===== src/design/bba_pkg.sv =====
package bba_pkg;

	localparam int MAP_W = 64;
	localparam int IDX_W = 6;
	localparam int CNT_W = 7;

	typedef enum logic [2:0] {
		REQ_CLEAR   = 3'd0,
		REQ_CONTIG  = 3'd1,
		REQ_CLAIM   = 3'd2,
		REQ_MEMBERS = 3'd3,
		REQ_LINKED  = 3'd4,
		REQ_MARK    = 3'd5
	} req_t;

	typedef enum logic [1:0] {
		ST_OK       = 2'd0,
		ST_CONFLICT = 2'd1,
		ST_PAST     = 2'd2
	} status_t;

	typedef enum logic [1:0] {
		SCAN_IDLE,
		SCAN_RUN,
		SCAN_FIN
	} scan_state_t;

	// map update request from the sequencer; idx is also the read address
	typedef struct packed {
		logic             clear;
		logic             set_en;
		logic [IDX_W-1:0] idx;
		logic             or_en;
		logic [MAP_W-1:0] or_mask;
	} map_cmd_t;

	typedef struct packed {
		status_t          status;
		logic [MAP_W-1:0] taken_mask;
		logic [CNT_W-1:0] taken_count;
		logic [CNT_W-1:0] conflict_count;
	} result_t;

endpackage


===== src/design/bba_map.sv =====
module bba_map #(
	parameter int NUM_BLOCKS = 64
) (
	input  logic              clk,
	input  logic              arst_n,
	input  bba_pkg::map_cmd_t cmd,
	output logic              rd_bit
);

	localparam int AW = (NUM_BLOCKS > 1) ? $clog2(NUM_BLOCKS) : 1;

	logic [NUM_BLOCKS-1:0] map_q;
	logic [AW-1:0]         idx;

	assign idx    = cmd.idx[AW-1:0];
	assign rd_bit = map_q[idx];

	always_ff @(posedge clk or negedge arst_n) begin
		if (!arst_n) begin
			map_q <= '0;
		end else if (cmd.clear) begin
			map_q <= '0;
		end else begin
			if (cmd.set_en)
				map_q[idx] <= 1'b1;
			if (cmd.or_en)
				map_q <= map_q | cmd.or_mask[NUM_BLOCKS-1:0];
		end
	end

endmodule


===== src/design/bba_scan.sv =====
module bba_scan #(
	parameter int NUM_BLOCKS = 64
) (
	input  logic                      clk,
	input  logic                      arst_n,
	input  logic                      start,
	input  logic [2:0]                req_type,
	input  logic [5:0]                start_block,
	input  logic [6:0]                block_count,
	input  logic [5:0]                block_number,
	input  logic [63:0]               member_mask,
	input  logic                      map_bit,
	input  logic                      res_take,
	output logic                      busy,
	output logic                      res_valid,
	output bba_pkg::result_t          res,
	output bba_pkg::map_cmd_t         cmd
);

	localparam logic [bba_pkg::CNT_W-1:0] NB_C = bba_pkg::CNT_W'(NUM_BLOCKS);
	localparam logic [bba_pkg::MAP_W-1:0] VMASK = (NUM_BLOCKS >= bba_pkg::MAP_W) ?
		{bba_pkg::MAP_W{1'b1}} :
		((bba_pkg::MAP_W'(1) << NUM_BLOCKS) - bba_pkg::MAP_W'(1));

	bba_pkg::scan_state_t state_q, state_d;
	bba_pkg::req_t        req_q;
	bba_pkg::status_t     st_q, st_d;

	logic [bba_pkg::CNT_W-1:0] cur_q, cur_d;
	logic [bba_pkg::CNT_W-1:0] rem_q, rem_d;
	logic [bba_pkg::CNT_W-1:0] tk_q, tk_d;
	logic [bba_pkg::CNT_W-1:0] cf_q, cf_d;
	logic [bba_pkg::MAP_W-1:0] mask_q;
	logic [bba_pkg::MAP_W-1:0] sh_q, sh_d;
	logic [bba_pkg::MAP_W-1:0] taken_q, taken_d;
	logic                      oor_q;
	logic                      fin;
	logic                      past;
	logic                      rem_zero;
	logic                      single;

	assign past     = (cur_q >= NB_C);
	assign rem_zero = (rem_q == '0);
	assign single   = (req_type == bba_pkg::REQ_CLAIM) || (req_type == bba_pkg::REQ_MARK);

	// next state
	always_comb begin
		state_d = state_q;
		case (state_q)
			bba_pkg::SCAN_IDLE: if (start)    state_d = bba_pkg::SCAN_RUN;
			bba_pkg::SCAN_RUN:  if (fin)      state_d = bba_pkg::SCAN_FIN;
			bba_pkg::SCAN_FIN:  if (res_take) state_d = bba_pkg::SCAN_IDLE;
			default:                          state_d = bba_pkg::SCAN_IDLE;
		endcase
	end

	// one step of the current request
	always_comb begin
		fin     = 1'b0;
		cmd     = '0;
		cmd.idx = cur_q[bba_pkg::IDX_W-1:0];
		cur_d   = cur_q;
		rem_d   = rem_q;
		tk_d    = tk_q;
		cf_d    = cf_q;
		st_d    = st_q;
		sh_d    = sh_q;
		taken_d = taken_q;
		if (state_q == bba_pkg::SCAN_RUN) begin
			case (req_q)
				bba_pkg::REQ_CLEAR: begin
					cmd.clear = 1'b1;
					fin       = 1'b1;
				end
				bba_pkg::REQ_CLAIM, bba_pkg::REQ_MARK: begin
					fin = 1'b1;
					if (past) begin
						st_d = bba_pkg::ST_PAST;
					end else if (map_bit) begin
						cf_d = bba_pkg::CNT_W'(1);
						st_d = (req_q == bba_pkg::REQ_CLAIM) ? bba_pkg::ST_CONFLICT
						                                      : bba_pkg::ST_OK;
					end else begin
						cmd.set_en = 1'b1;
						taken_d[cur_q[bba_pkg::IDX_W-1:0]] = 1'b1;
						tk_d = bba_pkg::CNT_W'(1);
					end
				end
				bba_pkg::REQ_CONTIG, bba_pkg::REQ_LINKED: begin
					if (rem_zero) begin
						fin = 1'b1;
						if (req_q == bba_pkg::REQ_CONTIG && cf_q != '0)
							st_d = bba_pkg::ST_CONFLICT;
					end else if (past) begin
						fin  = 1'b1;
						st_d = bba_pkg::ST_PAST;
					end else begin
						cur_d = cur_q + bba_pkg::CNT_W'(1);
						if (map_bit) begin
							cf_d = cf_q + bba_pkg::CNT_W'(1);
							if (req_q == bba_pkg::REQ_CONTIG)
								rem_d = rem_q - bba_pkg::CNT_W'(1);
						end else begin
							cmd.set_en = 1'b1;
							taken_d[cur_q[bba_pkg::IDX_W-1:0]] = 1'b1;
							tk_d  = tk_q + bba_pkg::CNT_W'(1);
							rem_d = rem_q - bba_pkg::CNT_W'(1);
						end
					end
				end
				bba_pkg::REQ_MEMBERS: begin
					if (oor_q) begin
						fin  = 1'b1;
						st_d = bba_pkg::ST_PAST;
					end else if (past) begin
						// all members checked: commit all or nothing
						fin = 1'b1;
						if (cf_q != '0) begin
							st_d = bba_pkg::ST_CONFLICT;
							tk_d = '0;
						end else begin
							cmd.or_en   = 1'b1;
							cmd.or_mask = mask_q;
							taken_d     = mask_q;
						end
					end else begin
						cf_d  = cf_q + bba_pkg::CNT_W'(sh_q[0] & map_bit);
						tk_d  = tk_q + bba_pkg::CNT_W'(sh_q[0]);
						sh_d  = sh_q >> 1;
						cur_d = cur_q + bba_pkg::CNT_W'(1);
					end
				end
				default: begin
					fin  = 1'b1;
					st_d = bba_pkg::ST_CONFLICT;
				end
			endcase
		end
	end

	always_ff @(posedge clk or negedge arst_n) begin
		if (!arst_n)
			state_q <= bba_pkg::SCAN_IDLE;
		else
			state_q <= state_d;
	end

	always_ff @(posedge clk) begin
		if (state_q == bba_pkg::SCAN_IDLE && start) begin
			req_q   <= bba_pkg::req_t'(req_type);
			if (single)
				cur_q <= {1'b0, block_number};
			else if (req_type == bba_pkg::REQ_MEMBERS)
				cur_q <= '0;
			else
				cur_q <= {1'b0, start_block};
			rem_q   <= block_count;
			mask_q  <= member_mask;
			sh_q    <= member_mask;
			oor_q   <= |(member_mask & ~VMASK);
			taken_q <= '0;
			tk_q    <= '0;
			cf_q    <= '0;
			st_q    <= bba_pkg::ST_OK;
		end else begin
			cur_q   <= cur_d;
			rem_q   <= rem_d;
			sh_q    <= sh_d;
			taken_q <= taken_d;
			tk_q    <= tk_d;
			cf_q    <= cf_d;
			st_q    <= st_d;
		end
	end

	assign busy      = (state_q != bba_pkg::SCAN_IDLE);
	assign res_valid = (state_q == bba_pkg::SCAN_FIN);

	always_comb begin
		res.status         = st_q;
		res.taken_mask     = taken_q;
		res.taken_count    = tk_q;
		res.conflict_count = cf_q;
	end

endmodule


===== src/design/block_bitmap_allocator_core.sv =====
// Block bitmap allocator: one used/free bit per disk block, one request word
// at a time. Clear, claim-index and mark-used requests end without walking
// the map. Contiguous and linked requests walk the map one block per cycle
// from start_block, visiting at most NUM_BLOCKS blocks. An index-member
// request shifts member_mask past the map one bit per cycle and always walks
// the whole map (it ends at once when a member lies past the last block).
// A new request is taken once the previous result has moved into the output
// register, which may still be waiting on rsp_stall.
module block_bitmap_allocator_core #(
	parameter int NUM_BLOCKS = 64
) (
	input  logic        clk,
	input  logic        arst_n,
	input  logic        req_valid,
	output logic        req_stall,
	input  logic [2:0]  req_type,
	input  logic [5:0]  start_block,
	input  logic [6:0]  block_count,
	input  logic [5:0]  block_number,
	input  logic [63:0] member_mask,
	output logic        rsp_valid,
	input  logic        rsp_stall,
	output logic [1:0]  status,
	output logic [63:0] taken_mask,
	output logic [6:0]  taken_count,
	output logic [6:0]  conflict_count
);

	bba_pkg::map_cmd_t cmd;
	bba_pkg::result_t  res;
	logic              map_bit;
	logic              busy;
	logic              res_valid;
	logic              res_take;
	logic              out_free;
	logic              rsp_valid_q;
	bba_pkg::result_t  rsp_q;

	assign req_stall = busy;
	assign out_free  = !rsp_valid_q || !rsp_stall;
	assign res_take  = res_valid && out_free;

	bba_map #(.NUM_BLOCKS(NUM_BLOCKS)) u_map (
		.clk    (clk),
		.arst_n (arst_n),
		.cmd    (cmd),
		.rd_bit (map_bit)
	);

	bba_scan #(.NUM_BLOCKS(NUM_BLOCKS)) u_scan (
		.clk          (clk),
		.arst_n       (arst_n),
		.start        (req_valid && !req_stall),
		.req_type     (req_type),
		.start_block  (start_block),
		.block_count  (block_count),
		.block_number (block_number),
		.member_mask  (member_mask),
		.map_bit      (map_bit),
		.res_take     (res_take),
		.busy         (busy),
		.res_valid    (res_valid),
		.res          (res),
		.cmd          (cmd)
	);

	always_ff @(posedge clk or negedge arst_n) begin
		if (!arst_n)
			rsp_valid_q <= 1'b0;
		else if (out_free)
			rsp_valid_q <= res_valid;
	end

	always_ff @(posedge clk) begin
		if (res_take)
			rsp_q <= res;
	end

	assign rsp_valid      = rsp_valid_q;
	assign status         = rsp_q.status;
	assign taken_mask     = rsp_q.taken_mask;
	assign taken_count    = rsp_q.taken_count;
	assign conflict_count = rsp_q.conflict_count;

endmodule


===== config.mk =====
export PLATFORM = sky130hd
export DESIGN_NAME = block_bitmap_allocator_core
export DESIGN_NICKNAME = d
export VERILOG_FILES = /design/src/design/bba_pkg.sv /design/src/design/bba_map.sv /design/src/design/bba_scan.sv /design/src/design/block_bitmap_allocator_core.sv
export SDC_FILE = /design/constraint.sdc
export NUM_CORES = 1
export LEC_CHECK = 0
export BUFFER_PORTS_ARGS = -buffer_cell sky130_fd_sc_hd__clkbuf_2
export CAP_MARGIN = 10
export CORE_ASPECT_RATIO = 1.4
export CORE_MARGIN = 2
export CORE_UTILIZATION = 59
export DETAILED_ROUTE_END_ITERATION = 8
export GPL_TIMING_DRIVEN = 0
export PLACE_DENSITY = 0.8
export SLEW_MARGIN = 10
export SYNTH_ARGS = -nofsm -noshare
export SYNTH_HDL_FRONTEND = slang
export SYNTH_HIERARCHICAL = 1
export SYNTH_SLANG_ARGS = --single-unit

===== constraint.sdc =====
create_clock -name clk -period 5.1 [get_ports clk]
set_input_delay 1.53 -clock clk [delete_from_list [all_inputs] [get_ports clk]]
set_output_delay 1.53 -clock clk [all_outputs]
set_load 0.05 [all_outputs]

==> flow_summary_export.csv <==
group,metric,value,unit
cells_and_area,finalNetCount,1712,
yosys,ys_async_sr_fraction,0.180,
yosys,synth_top_family_by_area,"compound AO/OA/AOI/OAI gates",
die,fp-row-count,72,
cells_and_area,seqCellArea,10000,µm²
clock_network,holdBufCountCts,0,
placed_design,portBuffers,171,
yosys,seq_area_frac_synth,0.614,
cells_and_area,area_delta_synth_final,17.1,%
clock_network,clk_pin_slew_worst_paths,0.07,ns
route,postRouteAntennaNets,0,
global_routing,grt_pass1_vias,12200,
worst_setup_path,cp-end-kind,"register",
die,core-area,27500,µm²
worst_setup_path,worstSetupPathType,"register to register",
route,drc,0,
route,wl,44.3,mm
clock_network,cts_root_buf,"clkbuf_16",
timing,setup_tns,0,ns
yosys,muxShareOfSynthArea,0.0208,
global_routing,grt_antenna_before_repair,0,
die,start_util,0.595,
pwr,power,10.9,mW
yosys,syn_inst,1392,
yosys,synth-xor-area-share,0.00750,
clock_network,tritoncts,"done",
yosys,synthFlopType,"edfxtp_1",
worst_setup_path,cp_data_arrival_time,4.70,ns
global_routing,grt_use_total,0.305,
worst_setup_path,start_kind,"register",
die,die_h,201,µm
timing,finalWorstPathRequiredPeriod,4.25,ns
yosys,ys_seq_elements,372,
outcome,status,"finished, final reports clean",
worst_setup_path,required,5.55,ns
yosys,synth_area_leader_cell,"edfxtp_1",
cells_and_area,final_util,0.697,
yosys,synthTopCellsByCount,"233 x nand2_1, 225 x edfxtp_1, 162 x nor2_1",
die,die_w,145,µm
clock_network,numCtsBuffers,37,
timing,relSlewSlack,0.189,
clock_network,clock_sinks,372,
timing,worst_pin_slew,1.21,ns
die,ios,172,
placed_design,dpl_worst_slack,0.631,ns
yosys,synth_fa_ha_area_frac,0.00681,
pwr,vdd_drop_max,0.434,mV
yosys,ys_top_cells_by_area,"edfxtp_1 41%, dfrtp_1 10%, dfxtp_1 9.8%, nand2_1 5.3%, o221a_1 4.2%",
worst_hold_path,hp-class,"register to register",
yosys,syn_avg_cell_area,11.7,µm²
timing,rsz0062_at_grt,"no",
timing,finClkSkew,0.0161,ns
placed_design,dp_hpwl,30.8,mm
flow_run,maxCapViolations,0,
yosys,synthesis.nets,1490,
global_routing,grt_overflow,0,
cells_and_area,diodes,0,
timing,fmax,235,MHz
clock_network,clk_path_buf_depth,3,
yosys,synth-simple-area-share,0.156,
yosys,synth_edf_count,225,
timing,drv_slew,0,
yosys,synth_compound_area_frac,0.158,
clock_network,cts_setup_buffers,0,
cells_and_area,fill_cells,1999,
pwr,cellLeakagePower,7.70,nW
yosys,synth.top_cell.area_share,0.413,
timing,setup-violations-final,0,
clock_network,cts_resized,0,
yosys,ys_types,93,
yosys,yosysMostFrequentCell,"nand2_1",
yosys,ys_warn_count,6,
global_routing,grt_pass1_wl,67.9,mm
route,vias_per_cell,6.23,
pwr,powerDensity,570,nW/µm²
clock_network,clock_latency,0.53,ns
global_routing,grt_max_degree,36,
timing,min_period_over_period,0.834,
clock_network,h-tree-depth,2,
route,dr.pass1.iters,7,
route,drtIter0Drc,1180,
timing,hold_violations,0,
yosys,netlist_area,16400,µm²
timing,layout_setup_ws,0.847,ns
route,wl_per_cell,22.0,µm
cells_and_area,drive_gt1_frac,0.186,
route,vias,12500,
placed_design,gp_congestion,0.936,
worst_setup_path,crit_fanout,10,
cells_and_area,multi_input_area,5750,µm²
die,die_area,29100,µm²
## where the power goes
group,internal (mW),switching [mW],leakage (nW)
clock network,1.63,1.14,0.603
registers,4.14,0.339,3.69
logic,1.03,2.63,3.41
## cells in the final DEF (no fill, tap or decap), drive strengths merged, types with 49 or more instances in the layout
cell and n:
o221a 65, dfxtp 80, nand2 233, dfrtp 67
buf 49, a211oi 69, clkbuf 292, a221oi 72
and2 67, edfxtp 225, nor2 164
## sequential cells by signal, indices dropped and copies added (netlist names)
name            cells
taken_mask         64
u_map/map_q        64
u_scan/mask_q      64
u_scan/sh_q        64
u_scan/taken_q     64
conflict_count      7
taken_count         7
u_scan/cf_q         7
u_scan/cur_q        7
u_scan/rem_q        7
u_scan/tk_q         7
u_scan/req_q        3
status              2
u_scan/st_q         2
u_scan/state_q      2
rsp_valid           1
## through the flow
step	cell area, µm²	std cells	hold slack, ns
floorplan	16400	1392	0.406
global placement	17700	1933	0.430
detailed placement	17900	1945	0.442
CTS	19100	2013	0.449
global route	19100	2013	0.454
finish	19100	2013	0.445
## layer usage
metal,track usage,share of wire,vias to the layer above
li1,-,-,5653
met1,0.411,0.40,6139
met2,0.489,0.49,629
met5,0,0,-
met4,0.123,0.038,0
met3,0.0551,0.073,126
## area by class of cell
type | count | share of cell area
buffer | 106 | 0.0288
timing repair buffer | 183 | 0.0551
sequential | 372 | 0.524
tap | 370 | 0.0242
multi-input combinational | 900 | 0.300
clock inverter | 16 | 0.00863
inverter | 14 | 0.00274
clock buffer | 52 | 0.0562
## worst paths after layout
check	startpoint	to	slack [ns]	cells after the start
worst max-delay path	u_scan/cur_q[0]	u_map/map_q[38]	0.85	14
worst max register to register	u_scan/cur_q[0]	u_map/map_q[38]	0.85	14
max in group asynchronous	arst_n	u_map/map_q[16]	3.53	2
min in group asynchronous	arst_n	u_map/map_q[55]	0.99	1
worst min-delay path	u_scan/st_q[0]	status[0]	0.44	0
worst min register to register	u_scan/st_q[0]	status[0]	0.44	0
## logic make-up after synthesis
| family | after synthesis |
|---|---|
| AND/OR/NAND/NOR | 553 |
| XOR/XNOR | 14 |
| flip-flops | 372 |
| multiplexers | 21 |
| adder cells (fa/ha/maj) | 9 |
| buffers and inverters | 120 |
| AO/OA/AOI/OAI | 303 |
## worst max-delay path, stage by stage, from the launching register on
cell and delay, ns:
edfxtp_1 0.53, buf_4 0.20, buf_6 0.16, buf_12 0.16, buf_4 0.18, a2111oi_0 0.52, a311o_1 0.22, nand4_1 0.14
clkbuf_1 0.28, a2111oi_0 0.45, buf_1 0.26, o21ai_1 0.17, nor3_2 0.54, a221oi_1 0.19, nor2_1 0.16
Note: power is estimated with default switching activity, not from simulation.
